**config.mk**
```make
export PLATFORM = sky130hd
export DESIGN_NAME = led_pattern_sequencer
export DESIGN_NICKNAME = d
export VERILOG_FILES = /design/src/design/lps_pkg.sv /design/src/design/lps_front.sv /design/src/design/lps_core.sv /design/src/design/led_pattern_sequencer.sv
export SDC_FILE = /design/constraint.sdc
export NUM_CORES = 1
export LEC_CHECK = 0
export ABC_CLOCK_PERIOD_IN_PS = 30800
export BUFFER_PORTS_ARGS = -buffer_cell sky130_fd_sc_hd__buf_2
export CAP_MARGIN = 20
export CELL_PAD_IN_SITES_DETAIL_PLACEMENT = 0
export CELL_PAD_IN_SITES_GLOBAL_PLACEMENT = 1
export CORE_MARGIN = 2
export CORE_UTILIZATION = 50
export CTS_CLUSTER_SIZE = 24
export DETAILED_ROUTE_END_ITERATION = 10
export PLACE_DENSITY_LB_ADDON = 0.1
export SETUP_SLACK_MARGIN = 0.1
export SYNTH_ARGS = -nofsm -noshare
export SYNTH_HDL_FRONTEND = slang
export SYNTH_SLANG_ARGS = --single-unit
```
**constraint.sdc**
```tcl
create_clock -name clk -period 30.8 [get_ports clk]
set_input_delay 6.16 -clock clk [delete_from_list [all_inputs] [get_ports clk]]
set_output_delay 6.16 -clock clk [all_outputs]
set_load 0.005 [all_outputs]
```
**src/design/lps_pkg.sv**
```systemverilog
`timescale 1ns / 1ps
// ---------------------------------------------------------------------------
// lps_pkg
// Shared types, constants and pattern tables of the LED pattern sequencer.
// ---------------------------------------------------------------------------
package lps_pkg;

  localparam int unsigned LED_COUNT     = 8;
  localparam int unsigned SUB_STEP_MS   = 10;
  localparam int unsigned FINAL_HOLD_MS = 1000;
  localparam int unsigned QUEUE_DEPTH   = 2;

  localparam logic [10:0] INIT_DELAY_RST  = 11'd500;
  localparam logic [8:0]  SPEED_STEP_RST  = 9'd50;
  localparam logic [10:0] DELAY_FLOOR_RST = 11'd50;
  localparam logic [10:0] DELAY_CEIL_RST  = 11'd2000;
  localparam logic [7:0]  GUARD_RST       = 8'd80;
  localparam logic [10:0] LEN_SAT         = 11'd2047;

  // request codes
  typedef enum logic [2:0] {
    REQ_TICK   = 3'd0,
    REQ_FASTER = 3'd1,
    REQ_SLOWER = 3'd2,
    REQ_START  = 3'd3,
    REQ_STOP   = 3'd4,
    REQ_CLEAR  = 3'd5,
    REQ_RSV6   = 3'd6,
    REQ_RSV7   = 3'd7
  } req_t;

  // pattern codes
  localparam logic [2:0] PAT_BOUNCE = 3'd0;
  localparam logic [2:0] PAT_CRASH  = 3'd1;
  localparam logic [2:0] PAT_STACK  = 3'd2;
  localparam logic [2:0] PAT_RACE   = 3'd3;
  localparam logic [2:0] PAT_BINARY = 3'd4;
  localparam logic [2:0] PAT_DANCE  = 3'd5;
  localparam logic [2:0] PAT_FILL   = 3'd6;
  localparam logic [2:0] PAT_STAIR  = 3'd7;

  // configuration register indexes
  localparam logic [2:0] CFG_INIT_DELAY  = 3'd0;
  localparam logic [2:0] CFG_SPEED_STEP  = 3'd1;
  localparam logic [2:0] CFG_DELAY_FLOOR = 3'd2;
  localparam logic [2:0] CFG_DELAY_CEIL  = 3'd3;
  localparam logic [2:0] CFG_GUARD       = 3'd4;

  typedef struct packed {
    logic [2:0] req_type;
    logic [2:0] pattern_select;
  } in_item_t;

  typedef struct packed {
    logic [7:0]  led_frame;
    logic [10:0] delay_now;
    logic        running;
  } out_item_t;

  // classified command passed from front to back
  typedef struct packed {
    logic       tick;
    logic       speed;
    logic       faster;
    logic       start;
    logic       stop;
    logic       clear;
    logic [2:0] pat;
  } cmd_t;

  function automatic logic [7:0] tab_byte(input logic [2:0] p, input logic [7:0] i);
    logic [7:0] b;
    b = 8'h00;
    unique case (p)
      PAT_CRASH: begin
        unique case (i)
          8'd0: b = 8'h81; 8'd1: b = 8'h42; 8'd2: b = 8'h24; 8'd3: b = 8'h18;
          8'd4: b = 8'h18; 8'd5: b = 8'h24; 8'd6: b = 8'h42; 8'd7: b = 8'h81;
          default: b = 8'h00;
        endcase
      end
      PAT_RACE: begin
        unique case (i)
          8'd0: b = 8'h01; 8'd1: b = 8'h02; 8'd2: b = 8'h04; 8'd3: b = 8'h09;
          8'd4: b = 8'h12; 8'd5: b = 8'h14; 8'd6: b = 8'h28; 8'd7: b = 8'h30;
          8'd8: b = 8'h60; 8'd9: b = 8'h40; 8'd10: b = 8'h80;
          default: b = 8'h00;
        endcase
      end
      PAT_DANCE: begin
        unique case (i)
          8'd0: b = 8'hCC; 8'd1: b = 8'h33; 8'd2: b = 8'h3C; 8'd3: b = 8'hC3;
          8'd4: b = 8'hFF; 8'd5: b = 8'hC3; 8'd6: b = 8'h3C; 8'd7: b = 8'h33;
          8'd8: b = 8'hCC;
          default: b = 8'h00;
        endcase
      end
      PAT_STAIR: begin
        unique case (i)
          8'd0: b = 8'h00; 8'd1: b = 8'h81; 8'd2: b = 8'hC3; 8'd3: b = 8'hE7;
          8'd4: b = 8'hFF; 8'd5: b = 8'hE7; 8'd6: b = 8'hC3; 8'd7: b = 8'h81;
          default: b = 8'h00;
        endcase
      end
      default: b = 8'h00;
    endcase
    return b;
  endfunction

  function automatic logic [7:0] tab_len(input logic [2:0] p);
    logic [7:0] n;
    unique case (p)
      PAT_CRASH, PAT_STAIR: n = 8'd8;
      PAT_RACE:             n = 8'd11;
      PAT_DANCE:            n = 8'd9;
      default:              n = 8'd0;
    endcase
    return n;
  endfunction

endpackage

```
**src/design/lps_front.sv**
```systemverilog
`timescale 1ns / 1ps
// ---------------------------------------------------------------------------
// lps_front
// Input side: takes request transactions, decodes them into commands and
// holds them in a short queue for the sequencer core.
// ---------------------------------------------------------------------------
module lps_front #(
  parameter int unsigned DEPTH = lps_pkg::QUEUE_DEPTH
) (
  input  logic             clk,
  input  logic             rst_n,
  input  logic             in_push,
  output logic             in_full,
  input  lps_pkg::in_item_t in_data,
  output logic             cmd_valid,
  input  logic             cmd_take,
  output lps_pkg::cmd_t    cmd
);
  localparam int unsigned AW = (DEPTH > 1) ? $clog2(DEPTH) : 1;

  lps_pkg::cmd_t        q_r [DEPTH];
  logic [AW-1:0]        wp_r, wp_nxt, rp_r, rp_nxt;
  logic [AW:0]          cnt_r, cnt_nxt;
  lps_pkg::cmd_t        dec;
  logic                 push_ok, pop_ok;

  // decode request
  always_comb begin
    dec = '0;
    dec.pat = in_data.pattern_select;
    unique case (lps_pkg::req_t'(in_data.req_type))
      lps_pkg::REQ_TICK:   dec.tick = 1'b1;
      lps_pkg::REQ_FASTER: begin dec.speed = 1'b1; dec.faster = 1'b1; end
      lps_pkg::REQ_SLOWER: dec.speed = 1'b1;
      lps_pkg::REQ_START:  dec.start = 1'b1;
      lps_pkg::REQ_STOP:   dec.stop = 1'b1;
      lps_pkg::REQ_CLEAR:  dec.clear = 1'b1;
      default:             dec = dec;
    endcase
  end

  assign in_full   = (cnt_r == AW'(0) + (AW+1)'(DEPTH));
  assign cmd_valid = (cnt_r != '0);
  assign cmd       = q_r[rp_r];
  assign push_ok   = in_push && !in_full;
  assign pop_ok    = cmd_valid && cmd_take;

  // pointer update
  always_comb begin
    wp_nxt  = wp_r;
    rp_nxt  = rp_r;
    cnt_nxt = cnt_r;
    if (push_ok) wp_nxt = (wp_r == AW'(DEPTH - 1)) ? '0 : wp_r + 1'b1;
    if (pop_ok)  rp_nxt = (rp_r == AW'(DEPTH - 1)) ? '0 : rp_r + 1'b1;
    if (push_ok && !pop_ok) cnt_nxt = cnt_r + 1'b1;
    if (!push_ok && pop_ok) cnt_nxt = cnt_r - 1'b1;
  end

  always_ff @(posedge clk) begin
    if (!rst_n) begin
      wp_r  <= '0;
      rp_r  <= '0;
      cnt_r <= '0;
    end else begin
      wp_r  <= wp_nxt;
      rp_r  <= rp_nxt;
      cnt_r <= cnt_nxt;
    end
  end

  // queue storage
  always_ff @(posedge clk) begin
    if (push_ok) q_r[wp_r] <= dec;
  end

endmodule

```
**src/design/lps_core.sv**
```systemverilog
`timescale 1ns / 1ps
// ---------------------------------------------------------------------------
// lps_core
// Back side: runs commands on the pattern state, one per cycle unless the
// two-entry output queue is full and unpopped, and queues each result frame.
// ---------------------------------------------------------------------------
module lps_core #(
  parameter int unsigned SUB_STEP_MS   = lps_pkg::SUB_STEP_MS,
  parameter int unsigned FINAL_HOLD_MS = lps_pkg::FINAL_HOLD_MS
) (
  input  logic              clk,
  input  logic              rst_n,
  input  logic              cmd_valid,
  output logic              cmd_take,
  input  lps_pkg::cmd_t     cmd,
  input  logic [10:0]       init_delay,
  input  logic [8:0]        speed_step,
  input  logic [10:0]       delay_floor,
  input  logic [10:0]       delay_ceil,
  input  logic [7:0]        guard_ms,
  output logic              out_empty,
  input  logic              out_pop,
  output lps_pkg::out_item_t out_data
);
  localparam logic [10:0] STEP = 11'(SUB_STEP_MS);
  localparam logic [10:0] HOLD = 11'(FINAL_HOLD_MS);
  localparam logic [10:0] LEN_SAT = lps_pkg::LEN_SAT;
  // reciprocal of the sub step, exact for every dividend below 4096
  localparam logic [24:0] RECIP = 25'(((1 << 24) + SUB_STEP_MS - 1) / SUB_STEP_MS);

  // pattern state
  logic [2:0]  pat_r, pat_nxt;
  logic        busy_r, busy_nxt;
  logic [7:0]  fidx_r, fidx_nxt;
  logic        bdown_r, bdown_nxt;
  logic [7:0]  smask_r, smask_nxt;
  logic [3:0]  slvl_r, slvl_nxt;
  logic [1:0]  sph_r, sph_nxt;
  logic [1:0]  blink_r, blink_nxt;
  logic [10:0] cdly_r, cdly_nxt;
  logic [10:0] saved_r [8];
  logic [10:0] ftmr_r, ftmr_nxt;
  logic [10:0] flen_r, flen_nxt;
  logic [7:0]  gtmr_r, gtmr_nxt;
  logic        sv_we, sv_clr;
  logic [2:0]  sv_idx;
  logic [10:0] sv_val;

  // output queue
  lps_pkg::out_item_t oq_r [2];
  logic        ow_r, orp_r;
  logic [1:0]  ocnt_r;
  lps_pkg::out_item_t res;
  logic        do_cmd;

  assign out_empty = (ocnt_r == 2'd0);
  assign out_data  = oq_r[orp_r];
  assign cmd_take  = (ocnt_r != 2'd2) || out_pop;
  assign do_cmd    = cmd_valid && cmd_take;

  // round up to a multiple of the sub step, saturating
  function automatic logic [10:0] wait_len(input logic [10:0] ms);
    logic [11:0] m, q;
    logic [36:0] prod;
    logic [22:0] p;
    m = (ms < STEP) ? {1'b0, STEP} : {1'b0, ms};
    m = m + 12'(STEP) - 12'd1;
    prod = 37'(m) * 37'(RECIP);
    q = prod[35:24];
    p = 23'(q) * 23'(STEP);
    return (p > 23'(LEN_SAT)) ? LEN_SAT : p[10:0];
  endfunction

  function automatic logic [7:0] bit_at(input logic [2:0] i);
    return 8'(1) << i;
  endfunction

  // command execution
  always_comb begin
    logic [2:0]  dpos;
    logic        relen, fin;
    logic [11:0] dsum;
    logic [10:0] sdly;
    pat_nxt = pat_r; busy_nxt = busy_r; fidx_nxt = fidx_r; bdown_nxt = bdown_r;
    smask_nxt = smask_r; slvl_nxt = slvl_r; sph_nxt = sph_r; blink_nxt = blink_r;
    cdly_nxt = cdly_r; ftmr_nxt = ftmr_r; flen_nxt = flen_r; gtmr_nxt = gtmr_r;
    sv_we = 1'b0; sv_clr = 1'b0; sv_idx = pat_r; sv_val = cdly_r;
    relen = 1'b0; fin = 1'b0;
    dpos = 3'd7 - slvl_r[2:0];
    dsum = '0;
    sdly = '0;
    if (do_cmd) begin
      priority if (cmd.tick) begin
        if (gtmr_r != 8'd0) gtmr_nxt = gtmr_r - 8'd1;
        if (busy_r) begin
          ftmr_nxt = (ftmr_r < LEN_SAT) ? ftmr_r + 11'd1 : ftmr_r;
          if (ftmr_nxt >= flen_r) begin
            relen = 1'b1;
            unique case (pat_r)
              lps_pkg::PAT_BOUNCE: begin
                if (!bdown_r) begin
                  if (fidx_r + 8'd1 >= 8'd7) begin fidx_nxt = 8'd7; bdown_nxt = 1'b1; end
                  else fidx_nxt = fidx_r + 8'd1;
                end else begin
                  fidx_nxt = (fidx_r > 8'd0) ? fidx_r - 8'd1 : fidx_r;
                  if (fidx_nxt == 8'd0) bdown_nxt = 1'b0;
                end
              end
              lps_pkg::PAT_STACK: begin
                if (sph_r == 2'd0) begin
                  if (fidx_r < 8'(dpos)) fidx_nxt = fidx_r + 8'd1;
                  else begin sph_nxt = 2'd1; blink_nxt = 2'd0; end
                end else if (sph_r == 2'd1) begin
                  if (blink_r < 2'd3) blink_nxt = blink_r + 2'd1;
                  else begin
                    smask_nxt = smask_r | bit_at(dpos);
                    slvl_nxt  = slvl_r + 4'd1;
                    if (slvl_nxt >= 4'd8) sph_nxt = 2'd2;
                    else begin sph_nxt = 2'd0; fidx_nxt = 8'd0; end
                  end
                end else begin
                  fin = 1'b1; relen = 1'b0;
                end
              end
              lps_pkg::PAT_BINARY: fidx_nxt = fidx_r + 8'd1;
              lps_pkg::PAT_FILL: begin
                if (sph_r == 2'd1) begin sph_nxt = 2'd0; fidx_nxt = 8'd8; end
                else if (fidx_r == 8'd7) begin
                  if (cdly_r == 11'd0) fidx_nxt = 8'd8; else sph_nxt = 2'd1;
                end else fidx_nxt = {4'd0, fidx_r[3:0] + 4'd1};
              end
              default: begin
                fidx_nxt = (fidx_r + 8'd1 >= lps_pkg::tab_len(pat_r)) ? 8'd0
                           : fidx_r + 8'd1;
              end
            endcase
          end
        end
      end else if (cmd.speed) begin
        if (busy_r && !(pat_r == lps_pkg::PAT_STACK && sph_r == 2'd2) &&
            gtmr_r == 8'd0) begin
          gtmr_nxt = guard_ms;
          if (cmd.faster) begin
            dsum = {1'b0, cdly_r} - {3'd0, speed_step};
            cdly_nxt = ({1'b0, cdly_r} < {3'd0, speed_step} + 12'd0 ||
                        dsum < {1'b0, delay_floor}) ? delay_floor : dsum[10:0];
          end else begin
            dsum = {1'b0, cdly_r} + {3'd0, speed_step};
            cdly_nxt = (dsum > {1'b0, delay_ceil}) ? delay_ceil : dsum[10:0];
          end
        end
      end else if (cmd.start) begin
        if (busy_r) begin sv_we = 1'b1; sv_idx = pat_r; sv_val = cdly_r; end
        sdly = (saved_r[cmd.pat] != 11'd0) ? saved_r[cmd.pat] : init_delay;
        // a stop of the same slot saves and is read back in the same step
        if (busy_r && pat_r == cmd.pat) sdly = (cdly_r != 11'd0) ? cdly_r : init_delay;
        pat_nxt = cmd.pat; cdly_nxt = sdly; fidx_nxt = '0; bdown_nxt = 1'b0;
        smask_nxt = '0; slvl_nxt = '0; sph_nxt = '0; blink_nxt = '0;
        busy_nxt = 1'b1; relen = 1'b1;
      end else if (cmd.stop) begin
        if (busy_r) fin = 1'b1;
      end else if (cmd.clear) begin
        sv_clr = 1'b1;
      end
      // new frame length
      if (relen) begin
        ftmr_nxt = '0;
        if (pat_nxt == lps_pkg::PAT_STACK && sph_nxt == 2'd1)
          flen_nxt = wait_len({1'b0, cdly_nxt[10:1]});
        else if (pat_nxt == lps_pkg::PAT_STACK && sph_nxt == 2'd2) begin
          flen_nxt = HOLD;
          if (HOLD == 11'd0) fin = 1'b1;
        end else if (pat_nxt == lps_pkg::PAT_FILL && sph_nxt == 2'd1)
          flen_nxt = cdly_nxt;
        else
          flen_nxt = wait_len(cdly_nxt);
      end
      if (fin) begin
        sv_we = 1'b1; sv_idx = pat_r; sv_val = cdly_nxt; busy_nxt = 1'b0;
      end
    end
  end

  // result frame from next state
  always_comb begin
    logic [2:0] dp;
    logic [7:0] fb;
    dp = 3'd7 - slvl_nxt[2:0];
    fb = 8'd0;
    unique case (pat_nxt)
      lps_pkg::PAT_BOUNCE: fb = bit_at(fidx_nxt[2:0]);
      lps_pkg::PAT_STACK: begin
        if (sph_nxt == 2'd0) fb = smask_nxt | bit_at(fidx_nxt[2:0]);
        else if (sph_nxt == 2'd1) fb = smask_nxt | (blink_nxt[0] ? 8'd0 : bit_at(dp));
        else fb = 8'hFF;
      end
      lps_pkg::PAT_BINARY: fb = fidx_nxt;
      lps_pkg::PAT_FILL: begin
        if (sph_nxt == 2'd1) fb = 8'hFF;
        else if (fidx_nxt < 8'd8) fb = 8'((9'd2 << fidx_nxt[2:0]) - 9'd1);
        else fb = ~8'((9'd2 << fidx_nxt[2:0]) - 9'd1);
      end
      default: fb = lps_pkg::tab_byte(pat_nxt, fidx_nxt);
    endcase
    res.led_frame = busy_nxt ? fb : 8'd0;
    res.delay_now = busy_nxt ? cdly_nxt : 11'd0;
    res.running   = busy_nxt;
  end

  always_ff @(posedge clk) begin
    if (!rst_n) begin
      pat_r <= '0; busy_r <= 1'b0; fidx_r <= '0; bdown_r <= 1'b0; smask_r <= '0;
      slvl_r <= '0; sph_r <= '0; blink_r <= '0; cdly_r <= '0; ftmr_r <= '0;
      flen_r <= '0; gtmr_r <= '0;
      for (int i = 0; i < 8; i++) saved_r[i] <= '0;
      ow_r <= 1'b0; orp_r <= 1'b0; ocnt_r <= '0;
    end else begin
      pat_r <= pat_nxt; busy_r <= busy_nxt; fidx_r <= fidx_nxt; bdown_r <= bdown_nxt;
      smask_r <= smask_nxt; slvl_r <= slvl_nxt; sph_r <= sph_nxt; blink_r <= blink_nxt;
      cdly_r <= cdly_nxt; ftmr_r <= ftmr_nxt; flen_r <= flen_nxt; gtmr_r <= gtmr_nxt;
      if (sv_clr) for (int i = 0; i < 8; i++) saved_r[i] <= '0;
      else if (sv_we) saved_r[sv_idx] <= sv_val;
      if (do_cmd) ow_r <= ~ow_r;
      if (out_pop && !out_empty) orp_r <= ~orp_r;
      ocnt_r <= ocnt_r + {1'b0, do_cmd} - {1'b0, out_pop && !out_empty};
    end
  end

  // output queue storage
  always_ff @(posedge clk) begin
    if (do_cmd) oq_r[ow_r] <= res;
  end

endmodule

```
**src/design/led_pattern_sequencer.sv**
```systemverilog
`timescale 1ns / 1ps
// ---------------------------------------------------------------------------
// led_pattern_sequencer
// Eight-LED pattern generator stepped by millisecond ticks and key requests.
// ---------------------------------------------------------------------------
//  channel | ports                   | moves
//  in      | in_push / in_full       | one request (tick or key)
//  out     | out_pop / out_empty     | one frame result per request
//  cfg     | cfg_valid / cfg_ready   | one register write
//
// One request per cycle sustained while results are popped; a request is
// registered in the decode queue, then its result in the core's output queue.
// Reset is synchronous on rst_n; it clears the pattern state, queue counts and
// saved delays and reloads the register defaults. A full output queue stalls
// the core, which in turn fills the request queue and raises in_full. Configuration writes are always ready.
module led_pattern_sequencer #(
  parameter int unsigned SUB_STEP_MS   = lps_pkg::SUB_STEP_MS,
  parameter int unsigned FINAL_HOLD_MS = lps_pkg::FINAL_HOLD_MS
) (
  input  logic               clk,
  input  logic               rst_n,
  input  logic               in_push,
  output logic               in_full,
  input  lps_pkg::in_item_t  in_data,
  output logic               out_empty,
  input  logic               out_pop,
  output lps_pkg::out_item_t out_data,
  input  logic               cfg_valid,
  output logic               cfg_ready,
  input  logic [2:0]         cfg_index,
  input  logic [10:0]        cfg_wdata
);
  logic [10:0] init_delay_r, floor_r, ceil_r;
  logic [8:0]  step_r;
  logic [7:0]  guard_r;
  logic        cmd_valid, cmd_take;
  lps_pkg::cmd_t cmd;

  assign cfg_ready = 1'b1;

  // configuration registers
  always_ff @(posedge clk) begin
    if (!rst_n) begin
      init_delay_r <= lps_pkg::INIT_DELAY_RST;
      step_r       <= lps_pkg::SPEED_STEP_RST;
      floor_r      <= lps_pkg::DELAY_FLOOR_RST;
      ceil_r       <= lps_pkg::DELAY_CEIL_RST;
      guard_r      <= lps_pkg::GUARD_RST;
    end else if (cfg_valid) begin
      unique case (cfg_index)
        lps_pkg::CFG_INIT_DELAY:  init_delay_r <= cfg_wdata;
        lps_pkg::CFG_SPEED_STEP:  step_r       <= cfg_wdata[8:0];
        lps_pkg::CFG_DELAY_FLOOR: floor_r      <= cfg_wdata;
        lps_pkg::CFG_DELAY_CEIL:  ceil_r       <= cfg_wdata;
        lps_pkg::CFG_GUARD:       guard_r      <= cfg_wdata[7:0];
        default:                  guard_r      <= guard_r;
      endcase
    end
  end

  lps_front #(.DEPTH(lps_pkg::QUEUE_DEPTH)) u_front (
    .clk, .rst_n, .in_push, .in_full, .in_data,
    .cmd_valid, .cmd_take, .cmd
  );

  lps_core #(.SUB_STEP_MS(SUB_STEP_MS), .FINAL_HOLD_MS(FINAL_HOLD_MS)) u_core (
    .clk, .rst_n, .cmd_valid, .cmd_take, .cmd,
    .init_delay(init_delay_r), .speed_step(step_r), .delay_floor(floor_r),
    .delay_ceil(ceil_r), .guard_ms(guard_r),
    .out_empty, .out_pop, .out_data
  );

endmodule

```
# == Word-level counts from Yosys, hierarchy flattened ==
# Memory sizes are Yosys's and may differ from the RTL's. A register that Yosys moved wholly into a read port is not among the register bits.
# Cells that the tools add are included.
# word_totals
register_bits,128
ramBits,146
mem_bits_ro,384
in_bits,25
output_inout_bits,23
word_cells,395
memories,7
# op_classes
add_sub_neg,22
multipliers,4
order_cmp,16
n_eq_ne,46
shifts,4
muxes,201
bitwise,14
reduce_logical,56
# memory_table
name,depth,width,read_ports,rd_clocked_by_memory_dff,write_ports,line,rtl
(no name shown),16,8,1,0,0,lps_pkg.sv:83,unique case (i)
(no name shown),16,8,1,0,0,lps_pkg.sv:91,unique case (i)
u_core.saved_r,8,11,1,0,8,lps_core.sv:41,logic [10:0] saved_r [8];
(no name shown),8,8,1,0,0,lps_pkg.sv:76,unique case (i)
(no name shown),8,8,1,0,0,lps_pkg.sv:99,unique case (i)
u_core.oq_r,2,20,1,1,1,lps_core.sv:50,lps_pkg::out_item_t oq_r [2];
+1 memories,-,-,-,-,-,-,
# op_table
op,n
two-way mux 8 bit,47
two-way mux 11 bit,34
one-hot mux 8 bit (4 select lines),3
two-way mux 1 bit,71
"multiplier 12 x 20 -> 32 bit, second input constant",2
two-way mux 2 bit,27
"equality test 3 bit, second input constant",12
two-way mux 4 bit,9
"equality test 3 x 2 -> 1 bit, second input constant",9
"greater-than comparator 13 x 11 -> 1 bit, second input constant",2
"adder 12 x 4 -> 12 bit, second input constant",2
"multiplier 9 x 3 -> 12 bit, second input constant",2
bitwise OR 8 bit,3
"<< shifter 1 x 3 -> 8 bit, first input constant",3
"subtractor 12 x 1 -> 12 bit, second input constant",2
"subtractor 8 x 1 -> 8 bit, second input constant",3
nonzero test 11 bit,2
two-way mux 3 bit,7
AND reduction 9 bit,2
logical NOT 8 bit,2
"inequality test 2 x 1 -> 1 bit, second input constant",7
nonzero test 2 bit,7
adder 11 x 9 -> 12 bit,1
"equality test 3 x 1 -> 1 bit, second input constant",4
54 further kinds,100

# == Depth between registers and ports, before layout ==
# depth
word_depth,22
depth_mapped,60
mapped_depth_nobuf,58

# == Modules after synthesis ==
# From an unflattened synthesis, not the netlist that was laid out.
# unflattened
hier_cells,2621
area_unflattened_um2,24212.0
# by_module_without_submodules
module,instances,cells_each,area_each_um2,seq_area_each_um2
lps_core,1,2368,21311.7,5345.1
led_pattern_sequencer,1,190,1974.4,1001.0
lps_front,1,63,925.9,640.6

# == Worst setup path after synthesis ==
# Ideal clock, no wire load.
# synth_path
kind,flip-flop to flip-flop
startpoint,register step_r[2]
endpoint,register u_core.flen_r[6]
setup_time_ps,131
arrival_ps,12356
required_time_ps,30669
path_slack_ps,18313
path_stages_with_launch,59
n_path_buf,4
period_less_slack_ps,12487
path_cell_list,dfxtp_1 > inv_1 > ha_1 > clkbuf_1 > nand2b_1 > a2111oi_0 > nor2_1 > a21oi_1 > xnor2_1 > ha_1 > nand3_1 > or2_1 > o32a_1 > o41a_1 > or2_1 > clkbuf_1 > buf_2 > nand2_1 > [... 23 more ...] > a311oi_1 > or2_2 > a31oi_1 > o21a_1 > nor2_1 > o21ai_0 > xnor2_1 > ha_1 > ha_1 > a21oi_1 > o21bai_1 > a21oi_1 > nor2b_1 > o21a_1 > mux2i_1 > nand3_1 > a211oi_1 > nor3_1
# synth_via
elab_chain_cells,20
elab_cells_between_ends,32
cone_classes,6 x add/sub; 4 x mul; 7 x order compare; 14 x mux; 1 x reduce/logical
# synth_rtl
item,line,rtl
"start, declared",led_pattern_sequencer.sv:34,logic [8:0] step_r;
"start signal, assigned",led_pattern_sequencer.sv:45,step_r <= lps_pkg::SPEED_STEP_RST;
"start signal, assigned",led_pattern_sequencer.sv:52,lps_pkg::CFG_SPEED_STEP: step_r <= cfg_wdata[8:0];
subtractor 11 x 9 -> 12 bit,lps_core.sv:144,"dsum = {1'b0, cdly_r} - {3'd0, speed_step};"
less-than comparator 12 x 11 -> 1 bit,lps_core.sv:146,"dsum < {1'b0, delay_floor}) ? delay_floor : dsum[10:0];"
logical OR 1 bit,lps_core.sv:145,"cdly_nxt = ({1'b0, cdly_r} < {3'd0, speed_step} + 12'd0 ||"
two-way mux 11 bit,lps_core.sv:146,
two-way mux 11 bit *,lps_core.sv:143,if (cmd.faster) begin
two-way mux 11 bit *,lps_core.sv:140,if (busy_r && !(pat_r == lps_pkg::PAT_STACK && sph_r == 2'd2) &&
two-way mux 11 bit *,lps_core.sv:139,end else if (cmd.speed) begin
two-way mux 11 bit *,lps_core.sv:93,priority if (cmd.tick) begin
[... 4 more ...],-,
subtractor 12 x 1 -> 12 bit,lps_core.sv:67,m = m + 12'(STEP) - 12'd1;
multiplier 12 x 20 -> 32 bit,lps_core.sv:68,prod = 37'(m) * 37'(RECIP);
multiplier 9 x 3 -> 12 bit,lps_core.sv:70,p = 23'(q) * 23'(STEP);
greater-than comparator 13 x 11 -> 1 bit,lps_core.sv:71,return (p > 23'(LEN_SAT)) ? LEN_SAT : p[10:0];
two-way mux 11 bit,lps_core.sv:71,
two-way mux 11 bit,lps_core.sv:173,end else if (pat_nxt == lps_pkg::PAT_FILL && sph_nxt == 2'd1)
two-way mux 11 bit,lps_core.sv:170,else if (pat_nxt == lps_pkg::PAT_STACK && sph_nxt == 2'd2) begin
two-way mux 11 bit *,lps_core.sv:168,if (pat_nxt == lps_pkg::PAT_STACK && sph_nxt == 2'd1)
"end signal, assigned",lps_core.sv:220,cdly_r <= cdly_nxt; ftmr_r <= ftmr_nxt; flen_r <= flen_nxt; gtmr_r <= gtmr_nxt;
"end, declared",lps_core.sv:43,"logic [10:0] flen_r, flen_nxt;"
# Mark *: on every way between the ends. The rest lies on a longest branch, timed or not. The select of a mux whose other input is x is not followed.
# A chain may end at the register's enable or synchronous reset.

# == Worst setup path in the final report ==
# layout_path
startpoint,register u_core.cdly_r[5]
endpoint,register u_core.flen_r[5]
# layout_via
elab_chain_cells,20
elab_cells_between_ends,50
cone_classes,6 x add/sub; 4 x mul; 7 x order compare; 2 x eq/ne; 25 x mux; 6 x reduce/logical
# layout_rtl
item,line,rtl
"start, declared",lps_core.sv:40,"logic [10:0] cdly_r, cdly_nxt;"
"start signal, assigned",lps_core.sv:220,
subtractor 11 x 9 -> 12 bit,lps_core.sv:144,
less-than comparator 12 x 11 -> 1 bit,lps_core.sv:146,
logical OR 1 bit,lps_core.sv:145,
two-way mux 11 bit,lps_core.sv:146,
two-way mux 11 bit,lps_core.sv:143,
two-way mux 11 bit,lps_core.sv:140,
two-way mux 11 bit,lps_core.sv:139,
two-way mux 11 bit,lps_core.sv:93,
[... 4 more ...],-,
subtractor 12 x 1 -> 12 bit,lps_core.sv:67,
multiplier 12 x 20 -> 32 bit,lps_core.sv:68,
multiplier 9 x 3 -> 12 bit,lps_core.sv:70,
greater-than comparator 13 x 11 -> 1 bit,lps_core.sv:71,
two-way mux 11 bit,lps_core.sv:71,
two-way mux 11 bit,lps_core.sv:173,
two-way mux 11 bit,lps_core.sv:170,
two-way mux 11 bit *,lps_core.sv:168,
# Marked as above.

==> impl_metrics.py <==
metrics = {
    "run_status": {
        "outcome": "finished clean",
    },
    "detailed_routing": {
        "drcViolationCount": 0,
        "drt_iter0_drc": 1955,
        "routed_wirelength_mm": 76.06,
        "post_drt_via_cell_ratio": 6.215,
        "drtPass1Iterations": 5,
        "dr_wl_met2_mm": 34.67,
        "met1_length_mm": 33.88,
        "met3_wirelength_mm": 4.978,
        "wl_per_cell_um": 22.12,
        "drtAntennaViolNets": 0,
        "num_vias": 21368,
        "top_layer": "met4",
    },
    "synthesis": {
        "ys_seq_area_frac": 0.2877,
        "synth_area_um2": 24290,
        "ys_ff_latch": 276,
        "synthFlopType": "edfxtp_1",
        "synth-edff-count": 146,
        "synth_cells": 2819,
        "ys_types": 103,
        "synth_nets": 3187,
        "syn_area_per_cell_um2": 8.615,
        "synthArstFlopShare": 0,
        "synth_warnings": 0,
    },
    "timing": {
        "rsz0062_at_grt": "false",
        "finalClockSkew_ns": 0.02734,
        "finalHoldViolations": 0,
        "hold_slack_ns": 0.4584,
        "setup_viol": 0,
        "tns_ns": 0,
        "slew-limit-headroom": 0.2328,
        "worstMarginPinSlew_ns": 1.151,
        "period_needed_ns": 14.46,
        "fmax_mhz": 69.16,
        "final.period_utilization": 0.4695,
        "drv_slew": 0,
    },
    "critical_path": {
        "cp.required_ns": 31.20,
        "slowest_stage": "dfxtp_1",
        "crit_type": "reg -> reg",
        "worstPathArrival_ns": 14.86,
        "crit_path_max_fanout": 15,
        "cp-end-kind": "register",
        "crit_top_cell": "ha_1",
        "r2r_setup_slack_ns": 16.34,
        "critical_path.max_stage_delay_ns": 0.76,
        "crit_buf_inv": 2,
        "crit_start": "u_core.cdly_r[5]$_SDFF_PN0_",
        "reg2reg_from": "u_core.cdly_r[5]$_SDFF_PN0_",
        "critPathLaunchType": "register",
        "crit_family": "compound AO/OA/AOI/OAI gates",
    },
    "cells_and_area": {
        "most-common-layout-cells": "ha_1 (261), inv_1 (246), nor2_1 (246)",
        "diodes": 0,
        "nNetsFinal": 3165,
        "layout.cells.most_common": "ha_1",
        "drive_gt1_frac": 0.07581,
        "fin_area_um2": 26180,
        "area_delta_synth_final_pct": 7.800,
    },
    "cts": {
        "tritoncts": "built",
        "clk_latency_ns": 0.57,
        "path_clk_slew_ns": 0.06,
        "ctsLongestPathBuffers": 3,
        "cts_buffers": 34,
        "post_cts_resized": 0,
        "cts_root_buffer": "clkbuf_16",
        "post-cts-setup-buffer-count": 0,
        "clkSinkCount": 276,
        "h-tree-depth": 2,
        "holdBufCountCts": 0,
    },
    "die": {
        "die_h_um": 224.4,
        "rows": 80,
        "num_io_pins": 48,
        "dieArea_um2": 50350,
        "die_w_um": 224.4,
        "core_um2": 47850,
        "start_util": 0.5076,
    },
    "global_route": {
        "grt_pass1_wl_mm": 119.5,
        "grt_max_degree": 56,
        "track_usage": 0.3023,
        "antenna_found_initial": 1,
        "gr-total-overflow": 0,
        "first_global_vias": 20958,
    },
    "placement": {
        "dp_hpwl_mm": 55.68,
        "placed_area_um2": 25040,
        "port_buffers": 46,
        "gp_congestion": 0.9772,
    },
    "worst_hold_path": {
        "min-delay-path-class": "reg -> reg",
        "hp-start": "guard_r[1]$_SDFFE_PN0P_",
    },
    "run": {
        "cap_violations": 0,
    },
}
==> routing by layer <==
layer | GRT usage | up-vias
met2 | 0.4911 | 757
met5 | 0 | -
li1 | - | 10079
met4 | 0.09891 | 0
met3 | 0.04415 | 148
met1 | 0.4147 | 10384
==> cells in the mapped netlist, types with 30 or more instances <==
cell type,count,share of area
fa_1,82,0.068
o22ai_1,41,0.011
xnor2_1,65,0.023
o211ai_1,38,0.012
and3_1,59,0.015
nor2_1,247,0.038
nand2b_1,46,0.012
inv_1,247,0.038
edfxtp_1,146,0.18
nor2b_1,36,0.0093
ha_1,261,0.13
o21ai_0,94,0.019
nand3_1,71,0.015
dfxtp_1,130,0.11
nand2_1,234,0.036
a211oi_1,42,0.013
mux2_2,30,0.014
a21o_1,32,0.0099
nor3_1,83,0.017
a21oi_1,187,0.039
clkbuf_1,111,0.017
and2_1,62,0.016
a31oi_1,34,0.0088
==> state kept, by name, summed over array words and instances, names as in the netlist, 3 cells and up, named ones only <==
register,cells
floor_r,11
u_core.ftmr_r,11
u_core.oq_r,40
u_core.pat_r,3
u_core.cdly_r,11
u_core.fidx_r,8
u_core.slvl_r,4
u_core.flen_r,11
ceil_r,11
guard_r,8
u_front.q_r,18
u_core.saved_r,88
u_core.smask_r,8
init_delay_r,11
u_core.gtmr_r,8
step_r,9
==> cells by family (layout without fill, tap and decap cells) <==
logic type	Yosys count	in the layout	synth area share
xor+xnor	90	90	0.03246
buf+inv	394	398	0.06295
simple gates	961	961	0.1965
flops	276	276	0.2877
fa+ha+maj	343	343	0.2021
compound gates	700	700	0.1942
mux	54	54	0.02401
other cells	1	1	0.0001544
==> through the flow <==
step           utilization  setup WS (ns)  std cells
2_1_floorplan            -          18.31       2819
3_3_place_gp        0.5234          16.91       3375
3_5_place_dp        0.5234          16.53       3375
4_1_cts             0.5466          16.49       3437
5_1_grt             0.5472          15.33       3438
6_report            0.5472          16.34       3438
==> worst register-to-register path, delay by kind of cell, from the launching register on <==
family                     cells  cell delay, ns
DFF                            1            0.76
AOI/OAI and AO/OA             18            4.96
adders and majority gates     12            4.55
xor gates and xnor gates       1            0.11
and+or+nand+nor               17            3.50
muxes                          1            0.31
buffers and inverters          2            0.10
==> path summary, 6_finish.rpt <==
kind | endpoint | cells past startpoint
hold reg to reg | guard_r[1]$_SDFFE_PN0P_ | 2
hold / removal | guard_r[1]$_SDFFE_PN0P_ | 2
setup / recovery | u_core.flen_r[5]$_SDFFE_PN0P_ | 51
setup reg to reg | u_core.flen_r[5]$_SDFFE_PN0P_ | 51
==> final cells by class <==
cell class / count / area, um^2
Fill cell: 4446 / 21660
Clock buffer: 44 / 918.4
Sequential cell: 276 / 6987
Tap cell: 615 / 769.5
Inverter: 248 / 932.1
Multi-Input combinational cell: 2149 / 15820
Timing Repair Buffer: 88 / 565.5
Clock inverter: 18 / 193.9
Power is not shown: default switching activity piles up to over one toggle a cycle in this logic, so the estimate is an artifact.
